$ cat src/sv/imh_pkg.sv
// Package with the types, constants and codes of the indexed min-heap.
`default_nettype none
package imh_pkg;

  localparam int unsigned Capacity  = 64;
  localparam int unsigned PosW      = 6;
  localparam int unsigned CountW    = 7;
  localparam int unsigned KeyW      = 32;
  localparam int unsigned HandleW   = 6;
  localparam int unsigned Handles   = 64;
  localparam int unsigned PaddrW    = 3;

  localparam logic [1:0] KIND_INSERT  = 2'd0;
  localparam logic [1:0] KIND_UPDATE  = 2'd1;
  localparam logic [1:0] KIND_EXTRACT = 2'd2;
  localparam logic [1:0] KIND_NOP     = 2'd3;

  localparam logic [2:0] ST_OK     = 3'd0;
  localparam logic [2:0] ST_FULL   = 3'd1;
  localparam logic [2:0] ST_EMPTY  = 3'd2;
  localparam logic [2:0] ST_ABSENT = 3'd3;
  localparam logic [2:0] ST_DUP    = 3'd4;

  localparam logic [PaddrW-1:0] REG_CAP_LIMIT = 3'd0;

  typedef struct packed {
    logic [1:0]         kind;
    logic [HandleW-1:0] item_handle;
    logic [KeyW-1:0]    item_key;
  } in_item_t;

  typedef struct packed {
    logic [2:0]         status;
    logic [HandleW-1:0] out_handle;
    logic [KeyW-1:0]    out_key;
    logic [CountW-1:0]  count_after;
  } out_item_t;

endpackage
`default_nettype wire

$ cat src/sv/indexed_min_heap.sv
// Top level of the indexed binary min-heap priority queue.
`default_nettype none
// Indexed min-heap: holds up to 64 (key, handle) entries in an array binary
// min-heap with a handle-to-position table. Each input item is an insert, a
// key update of a present handle, or an extract-min, and each gives exactly
// one result item with status, the extracted or current minimum, and the
// count. The block works on one item at a time and is not ready meanwhile.
// All heap arrays live in one-read-port memories, and a single key
// comparator is reused by a small sequencer: a sift-up level reads the
// parent, compares and swaps; a sift-down level reads the left child, then
// the right child if there is one, compares and swaps. When a sift stops,
// the root is read again for the result. The result sits in an output
// register; the next item is accepted in the cycle after it has been
// taken. The user must write the limit register over the APB-style port
// only while the block is idle; the block itself does not enforce this.
// Heap memories need no clearing; reset clears the count and the 64
// handle present flags.
module indexed_min_heap import imh_pkg::*; (
  input  wire logic              clk_i,
  input  wire logic              rst_ni,
  input  wire logic              in_valid_i,
  output logic                   in_ready_o,
  input  wire in_item_t          in_item_i,
  output logic                   out_valid_o,
  input  wire logic              out_ready_i,
  output out_item_t              out_item_o,
  input  wire logic              psel,
  input  wire logic              penable,
  input  wire logic              pwrite,
  input  wire logic [PaddrW-1:0] paddr,
  input  wire logic [31:0]       pwdata,
  output logic [31:0]            prdata,
  output logic                   pready
);

  localparam logic [3:0] S_IDLE  = 4'd0;
  localparam logic [3:0] S_DEC   = 4'd1;
  localparam logic [3:0] S_UPRD  = 4'd2;  // read parent of pos
  localparam logic [3:0] S_UPCMP = 4'd3;
  localparam logic [3:0] S_DNRL  = 4'd4;  // read left child
  localparam logic [3:0] S_DNRR  = 4'd5;  // read right child
  localparam logic [3:0] S_DNCMP = 4'd6;
  localparam logic [3:0] S_SWAP  = 4'd7;  // write second half of a swap
  localparam logic [3:0] S_ROOT  = 4'd8;  // read root for result
  localparam logic [3:0] S_FIN   = 4'd9;
  localparam logic [3:0] S_EXLR  = 4'd10; // read last entry for extract
  localparam logic [3:0] S_EXWR  = 4'd11;
  localparam logic [3:0] S_POSRD = 4'd12;
  localparam logic [3:0] S_UPWR  = 4'd13;
  localparam logic [3:0] S_OUT   = 4'd14;

  // Memories.
  logic [KeyW-1:0]    key_mem [Capacity];
  logic [HandleW-1:0] hnd_mem [Capacity];
  logic [PosW-1:0]    pos_mem [Handles];
  logic [Handles-1:0] present_q, present_d;

  logic [3:0]         state_q, state_d;
  logic [CountW-1:0]  count_q, count_d;
  logic [CountW-1:0]  limit_q;
  in_item_t           item_q, item_d;
  logic [2:0]         status_q, status_d;
  logic               taken_q, taken_d;
  logic               down_after_q, down_after_d; // update: sift down after up
  logic               up_moved_q, up_moved_d;
  logic [PosW-1:0]    pos_q, pos_d;         // current sift position
  logic [KeyW-1:0]    cur_key_q, cur_key_d; // key/handle of the moving entry
  logic [HandleW-1:0] cur_hnd_q, cur_hnd_d;
  logic [PosW-1:0]    oth_pos_q, oth_pos_d; // partner position
  logic [KeyW-1:0]    oth_key_q, oth_key_d;
  logic [HandleW-1:0] oth_hnd_q, oth_hnd_d;
  logic               have_l_q, have_l_d;
  out_item_t          res_q, res_d;
  logic               out_valid_q, out_valid_d;

  // Memory ports: one read address and one write per array per cycle.
  logic [PosW-1:0]    rd_addr;
  logic [KeyW-1:0]    rd_key_q;
  logic [HandleW-1:0] rd_hnd_q;
  logic [HandleW-1:0] prd_addr;
  logic [PosW-1:0]    prd_q;
  logic               hw_en;
  logic [PosW-1:0]    hw_addr;
  logic [KeyW-1:0]    hw_key;
  logic [HandleW-1:0] hw_hnd;
  logic               pw_en;
  logic [HandleW-1:0] pw_addr;
  logic [PosW-1:0]    pw_data;

  always_ff @(posedge clk_i) begin
    if (hw_en) begin
      key_mem[hw_addr] <= hw_key;
      hnd_mem[hw_addr] <= hw_hnd;
    end
    if (pw_en) begin
      pos_mem[pw_addr] <= pw_data;
    end
    rd_key_q <= key_mem[rd_addr];
    rd_hnd_q <= hnd_mem[rd_addr];
    prd_q    <= pos_mem[prd_addr];
  end

  // The shared key comparator: strictly less-than.
  logic [KeyW-1:0] cmp_a, cmp_b;
  logic            cmp_lt;
  assign cmp_lt = cmp_a < cmp_b;

  logic [CountW-1:0] lim_eff;
  assign lim_eff = (limit_q > CountW'(Capacity)) ? CountW'(Capacity) : limit_q;

  logic [CountW:0] lidx, ridx;
  assign lidx = {1'b0, pos_q, 1'b0} + (CountW+1)'(1);
  assign ridx = {1'b0, pos_q, 1'b0} + (CountW+1)'(2);
  logic [PosW-1:0] parent;
  assign parent = (pos_q - PosW'(1)) >> 1;

  assign in_ready_o  = (state_q == S_IDLE) && !out_valid_q;
  assign out_valid_o = out_valid_q;
  assign out_item_o  = res_q;
  assign pready      = 1'b1;
  assign prdata      = (paddr == REG_CAP_LIMIT) ? {25'd0, limit_q} : 32'd0;

  always_comb begin
    state_d = state_q; count_d = count_q; item_d = item_q;
    status_d = status_q; taken_d = taken_q; down_after_d = down_after_q;
    up_moved_d = up_moved_q;
    pos_d = pos_q; cur_key_d = cur_key_q; cur_hnd_d = cur_hnd_q;
    oth_pos_d = oth_pos_q; oth_key_d = oth_key_q; oth_hnd_d = oth_hnd_q;
    have_l_d = have_l_q; res_d = res_q; out_valid_d = out_valid_q;
    present_d = present_q;
    rd_addr = '0; prd_addr = item_q.item_handle;
    hw_en = 1'b0; hw_addr = pos_q; hw_key = cur_key_q; hw_hnd = cur_hnd_q;
    pw_en = 1'b0; pw_addr = cur_hnd_q; pw_data = pos_q;
    cmp_a = cur_key_q; cmp_b = oth_key_q;

    if (out_valid_q && out_ready_i) begin
      out_valid_d = 1'b0;
    end

    unique case (state_q)
      S_IDLE: begin
        if (in_valid_i && in_ready_o) begin
          item_d = in_item_i;
          status_d = ST_OK; taken_d = 1'b0; down_after_d = 1'b0;
          up_moved_d = 1'b0;
          state_d = S_DEC;
        end
      end
      S_DEC: begin
        prd_addr = item_q.item_handle;
        state_d = S_ROOT;
        case (item_q.kind)
          KIND_INSERT: begin
            if (present_q[item_q.item_handle]) begin
              status_d = ST_DUP;
            end else if (count_q >= lim_eff) begin
              status_d = ST_FULL;
            end else begin
              hw_en = 1'b1; hw_addr = count_q[PosW-1:0];
              hw_key = item_q.item_key; hw_hnd = item_q.item_handle;
              pw_en = 1'b1; pw_addr = item_q.item_handle;
              pw_data = count_q[PosW-1:0];
              present_d[item_q.item_handle] = 1'b1;
              count_d = count_q + CountW'(1);
              pos_d = count_q[PosW-1:0];
              cur_key_d = item_q.item_key; cur_hnd_d = item_q.item_handle;
              state_d = S_UPRD;
            end
          end
          KIND_UPDATE: begin
            if (!present_q[item_q.item_handle]) begin
              status_d = ST_ABSENT;
            end else begin
              state_d = S_POSRD;
            end
          end
          KIND_EXTRACT: begin
            if (count_q == '0) begin
              status_d = ST_EMPTY;
            end else begin
              rd_addr = '0;
              state_d = S_EXLR;
            end
          end
          default: ;
        endcase
      end
      S_POSRD: begin
        state_d = S_UPWR;
      end
      S_UPWR: begin
        // Write the new key at the handle's position, then sift up, and down if it did not move up.
        pos_d = prd_q; cur_key_d = item_q.item_key;
        cur_hnd_d = item_q.item_handle;
        hw_en = 1'b1; hw_addr = prd_q; hw_key = item_q.item_key;
        hw_hnd = item_q.item_handle;
        down_after_d = 1'b1;
        state_d = S_UPRD;
      end
      S_EXLR: begin
        // Root is in the read register; fetch the last entry.
        res_d.out_handle = rd_hnd_q; res_d.out_key = rd_key_q;
        present_d[rd_hnd_q] = 1'b0;
        taken_d = 1'b1;
        rd_addr = PosW'(count_q - CountW'(1));
        count_d = count_q - CountW'(1);
        state_d = S_EXWR;
      end
      S_EXWR: begin
        // Move the last entry to the root and sift it down.
        cur_key_d = rd_key_q; cur_hnd_d = rd_hnd_q; pos_d = '0;
        hw_en = 1'b1; hw_addr = '0; hw_key = rd_key_q; hw_hnd = rd_hnd_q;
        pw_en = 1'b1; pw_addr = rd_hnd_q; pw_data = '0;
        state_d = (count_q == '0) ? S_ROOT : S_DNRL;
      end
      S_UPRD: begin
        if (pos_q == '0) begin
          state_d = down_after_q ? S_DNRL : S_ROOT;
        end else begin
          rd_addr = parent; oth_pos_d = parent;
          state_d = S_UPCMP;
        end
      end
      S_UPCMP: begin
        cmp_a = cur_key_q; cmp_b = rd_key_q;
        if (cmp_lt) begin
          // Parent moves down to pos; moving entry goes to parent.
          hw_en = 1'b1; hw_addr = pos_q; hw_key = rd_key_q; hw_hnd = rd_hnd_q;
          pw_en = 1'b1; pw_addr = rd_hnd_q; pw_data = pos_q;
          pos_d = oth_pos_q;
          up_moved_d = 1'b1;
          state_d = S_SWAP;
        end else begin
          state_d = down_after_q ? S_DNRL : S_ROOT;
        end
      end
      S_SWAP: begin
        hw_en = 1'b1; hw_addr = pos_q;
        pw_en = 1'b1; pw_addr = cur_hnd_q; pw_data = pos_q;
        state_d = up_moved_q ? S_UPRD : S_DNRL;
      end
      S_DNRL: begin
        // An update that already moved up needs no sift-down.
        up_moved_d = 1'b0;
        if (down_after_q && up_moved_q) begin
          state_d = S_ROOT;
        end else if (lidx >= {1'b0, count_q}) begin
          state_d = S_ROOT;
        end else begin
          rd_addr = lidx[PosW-1:0];
          oth_pos_d = lidx[PosW-1:0]; oth_key_d = cur_key_q;
          have_l_d = 1'b0;
          state_d = S_DNRR;
        end
      end
      S_DNRR: begin
        // Left child: keep it as best if strictly smaller than the entry.
        cmp_a = rd_key_q; cmp_b = cur_key_q;
        have_l_d = cmp_lt;
        oth_key_d = cmp_lt ? rd_key_q : cur_key_q;
        oth_hnd_d = rd_hnd_q;
        if (ridx < {1'b0, count_q}) begin
          rd_addr = ridx[PosW-1:0];
          state_d = S_DNCMP;
        end else begin
          state_d = cmp_lt ? S_DNCMP : S_ROOT;
          if (!cmp_lt) state_d = S_ROOT;
          else begin
            // No right child; swap with left now.
            hw_en = 1'b1; hw_addr = pos_q; hw_key = rd_key_q; hw_hnd = rd_hnd_q;
            pw_en = 1'b1; pw_addr = rd_hnd_q; pw_data = pos_q;
            pos_d = lidx[PosW-1:0];
            state_d = S_SWAP;
          end
        end
      end
      S_DNCMP: begin
        // Right child against the best so far.
        cmp_a = rd_key_q; cmp_b = oth_key_q;
        if (cmp_lt) begin
          hw_en = 1'b1; hw_addr = pos_q; hw_key = rd_key_q; hw_hnd = rd_hnd_q;
          pw_en = 1'b1; pw_addr = rd_hnd_q; pw_data = pos_q;
          pos_d = ridx[PosW-1:0];
          state_d = S_SWAP;
        end else if (have_l_q) begin
          hw_en = 1'b1; hw_addr = pos_q; hw_key = oth_key_q; hw_hnd = oth_hnd_q;
          pw_en = 1'b1; pw_addr = oth_hnd_q; pw_data = pos_q;
          pos_d = oth_pos_q;
          state_d = S_SWAP;
        end else begin
          state_d = S_ROOT;
        end
      end
      S_ROOT: begin
        rd_addr = '0;
        state_d = S_FIN;
      end
      S_FIN: begin
        state_d = S_OUT;
      end
      S_OUT: begin
        res_d.status = status_q;
        res_d.count_after = count_q;
        if (!taken_q) begin
          res_d.out_handle = (count_q == '0) ? '0 : rd_hnd_q;
          res_d.out_key    = (count_q == '0) ? '0 : rd_key_q;
        end
        out_valid_d = 1'b1;
        state_d = S_IDLE;
      end
      default: state_d = S_IDLE;
    endcase
  end

  always_ff @(posedge clk_i or negedge rst_ni) begin
    if (!rst_ni) begin
      state_q <= S_IDLE;
      count_q <= '0;
      limit_q <= CountW'(Capacity);
      present_q <= '0;
      out_valid_q <= 1'b0;
      up_moved_q <= 1'b0;
    end else begin
      state_q <= state_d;
      count_q <= count_d;
      present_q <= present_d;
      out_valid_q <= out_valid_d;
      up_moved_q <= up_moved_d;
      if (psel && penable && pwrite && paddr == REG_CAP_LIMIT) begin
        limit_q <= pwdata[CountW-1:0];
      end
    end
  end

  always_ff @(posedge clk_i) begin
    item_q <= item_d; status_q <= status_d; taken_q <= taken_d;
    down_after_q <= down_after_d; pos_q <= pos_d;
    cur_key_q <= cur_key_d; cur_hnd_q <= cur_hnd_d;
    oth_pos_q <= oth_pos_d; oth_key_q <= oth_key_d; oth_hnd_q <= oth_hnd_d;
    have_l_q <= have_l_d; res_q <= res_d;
  end

endmodule
`default_nettype wire

$ cat config.mk
export PLATFORM = sky130hd
export DESIGN_NAME = indexed_min_heap
export DESIGN_NICKNAME = d
export VERILOG_FILES = /design/src/sv/imh_pkg.sv /design/src/sv/indexed_min_heap.sv
export SDC_FILE = /design/constraint.sdc
export NUM_CORES = 2
export LEC_CHECK = 0
export BUFFER_PORTS_ARGS = -buffer_cell sky130_fd_sc_hd__buf_2
export CAP_MARGIN = 20
export CORE_ASPECT_RATIO = 0.8
export CORE_UTILIZATION = 30
export DETAILED_ROUTE_END_ITERATION = 10
export GPL_ROUTABILITY_DRIVEN = 0
export HOLD_SLACK_MARGIN = 0.12
export SLEW_MARGIN = 20
export SYNTH_ARGS = -nofsm -noshare
export SYNTH_HDL_FRONTEND = slang
export SYNTH_SLANG_ARGS = --single-unit
$ cat constraint.sdc
create_clock -name clk_i -period 7.7 [get_ports clk_i]
set_input_delay 1.54 -clock clk_i [delete_from_list [all_inputs] [get_ports clk_i]]
set_output_delay 1.54 -clock clk_i [all_outputs]
set_load 0.005 [all_outputs]
==> impl_metrics.ini <==
[run_status]
status = finished clean

[clock_tree]
cts_setup_buffers = 0
cts_inserted_buffers = 300
clk_latency_ps = 910
cts-root-buf = clkbuf_16
path_clk_slew_ps = 70
cts_tree = done
clockBufferDepth = 4
cts.htree.levels = 5
hold_buffers = 0
cts_resized = 0
cts_sinks = 3126

[logic_synthesis]
synth_top_area_cell = edfxtp_1
synth-compound-area-share_pct = 11.1
yosysUniqueCellTypes = 101
synth_area_per_cell_um2 = 14.5
ys_warn_count = 0
synth_cells = 8781
synthArstFlopShare_pct = 2.69
synth_top_family_by_area = compound AO/OA/AOI/OAI gates
yosys.area_share.simple_pct = 9.02
syn_area_um2 = 127000
synth_fa_ha_area_share_pct = 0.581
ys_dominant_reg_cell = edfxtp_1
synthMuxAreaShare_pct = 3.58
post_synth_main_area_contributors = edfxtp_1, nand2_1, mux4_2
synth_xor_area_share_pct = 0.110
ys_seq_area_share_pct = 73.3
synth_top_area_share_pct = 70.9
synth-edff-count = 2998
ys_ff_latch = 3126

[final_layout]
drive_above_1_share_pct = 14.4
syn2layout_area_growth_pct = 15.3
fin_area_um2 = 146000
layout.nets = 9074
final_core_util_pct = 34.8
mostFrequentLayoutCell = edfxtp_1
layout_common_cells = edfxtp_1, nand2_1, a21oi_1

[detailed_routing]
dr.pass1.iters = 10
drt-initial-drc-count = 10700
wl_per_cell_um = 25.5
drt-vias-per-instance = 5.49
drc = 0
antenna_left = 0
via_count = 81100
routed_wl_um = 377000

[critical_path]
required_ps = 8260
crit_start = state_q[3]
r2r-start = state_q[3]
worst-endpoint-arrival_ps = 7690
critPathMaxFanout = 64
cp_common_cell = buf_4
crit_type = flop to flop
path_cells = nor2b_1 -> buf_4 -> nand2_2 -> inv_2 -> buf_4 -> a22o_1 -> a21oi_1 -> ha_1 -> a21oi_1 -> o21ai_0 -> nor4_1 -> buf_4 -> a21oi_4 -> buf_4 -> o31ai_4 -> buf_12 -> a22oi_1 -> nor2_1 -> a2bb2oi_1 -> a221o_2 -> buf_4
crit_path_end_kind = flop
critical_path.max_stage_delay_ps = 970
critPathLaunchType = flop
worst_path_max_delay_cell = nor4_1

[sta]
fmax_mhz = 140
period_minus_slack_ps = 7140
finalMaxSlewViolations = 0
relSlewSlack_pct = 20.1
finalSetupTns_ps = 0
setup-violations-final = 0
worst_pin_slew_ps = 1200
fin_crit_sh_pct = 92.7
hold_violations = 0
skew_ps = 67.1
rsz0062_at_grt = false

[floorplan]
die_area_um2 = 426000
die_w_um = 729
die_y_um = 584
num_rows = 213
io_pins = 165
initial_utilization_pct = 30.2
core_area_um2 = 421000

[global_routing]
antenna_found_initial = 21
grt_overflow_total = 0
grt_util_all_layers_pct = 17.0
grt_max_degree = 149
grt_pass1_wl_um = 543000
grt_pass1_vias = 78000

[hold_path]
worstHoldStart = status_q[2]
hp-class = flop to flop

[placement]
place_hpwl_um = 223000
placed_area_um2 = 137000
place.port_buffers = 113

[power]
netSwitchingPower_w = 0.0248
ir_drop_mv = 0.430
clockPowerShare_pct = 22.8
p_sw_share_pct = 38.5
pwr-share-comb_pct = 36.4
power.leakage_nw = 47.1
power_w = 0.0643
p_int_w = 0.0395
pwr-share-seq_pct = 40.8
p_per_area_nw_per_um2 = 439

[run]
max_cap_viol_count = 0
## registers in the layout, summed over array words and instances, names as in the netlist, 3 cells and up
register and flops:
key_mem 2048, hnd_mem 384, pos_mem 384, present_q 64, out_item_o 48, item_q 34, cur_key_q 32, oth_key_q 32
rd_key_q 32, count_q 7, limit_q 7, cur_hnd_q 6, oth_hnd_q 6, oth_pos_q 6, pos_q 6, prd_addr 6
prd_q 6, rd_hnd_q 6, state_q 4, status_q 3
## power groups by stage
stage               registers, W  clock network (W)  logic [W]
floorplan                 0.0262                  0     0.0131
global placement          0.0265                  0     0.0225
detailed placement        0.0265                  0     0.0230
CTS                       0.0262             0.0148     0.0231
global route              0.0263             0.0154     0.0248
finish                    0.0262             0.0146     0.0234
## synthesized netlist by cell type (all sizes together), types with 85 or more instances
master	n
nand4	85
a21oi	623
edfxtp	2998
and3	285
nand3	161
buf	220
a211oi	301
nand2	1350
clkbuf	430
nor3	103
nor2	202
o21ai	391
a22oi	206
or3	118
a22o	95
mux4	156
## metal layers
layer | vias up | wire length, um | GRT usage [%]
li1 | 34500 | - | -
met1 | 41300 | 158000 | 24.6
met2 | 4606 | 167000 | 25.7
met3 | 687 | 38800 | 3.21
met4 | 2 | 12400 | 5.78
met5 | - | 13 | 0
## critical path: cells and delay by family, from the launching register on
family / cells / cell delay, ps
buffers and inverters: 7 / 2640
flip-flops: 1 / 530
AND/OR/NAND/NOR: 4 / 1350
AO/OA/AOI/OAI: 9 / 1690
adder cells (fa/ha/maj): 1 / 360
## final cells by class
type                            instances  area (um2)
Clock inverter                        154        1440
Antenna cell                           17        42.5
Clock buffer                          382        8080
Multi-Input combinational cell       4953       32000
Fill cell                           39600      275000
Tap cell                             5590        6990
Inverter                               76         285
Timing Repair Buffer                  476        4540
Sequential cell                      3126       93000
## kinds of logic (layout without fill, tap and decap cells)
logic type | after synthesis | after routing
DFF | 3126 | 3126
and+or+nand+nor | 2481 | 2481
AOI/OAI and AO/OA | 2122 | 2122
buffers and inverters | 726 | 1088
muxes | 249 | 249
adders and majority gates | 59 | 59
xor gates and xnor gates | 16 | 16
other | 2 | 43
## path summary, 6_finish.rpt
kind / slack (ps) / cells past startpoint / to
min in group asynchronous: 540 / 1 / count_q[5]
setup / recovery: 560 / 21 / key_mem[57][9]
hold reg to reg: 420 / 0 / out_item_o[47]
setup reg to reg: 560 / 21 / key_mem[57][9]
max in group asynchronous: 5940 / 2 / present_q[56]
hold / removal: 420 / 0 / out_item_o[47]
## metrics by stage
step / setup slack [ps] / hold WS (ps) / instances
2_1_floorplan: 121 / 400 / 8805
3_3_place_gp: 770 / 420 / 14200
3_5_place_dp: 711 / 407 / 14200
4_1_cts: 646 / 423 / 14800
5_1_grt: 252 / 423 / 14800
6_report: 565 / 421 / 14800
Note: power is estimated with default switching activity, not from simulation.
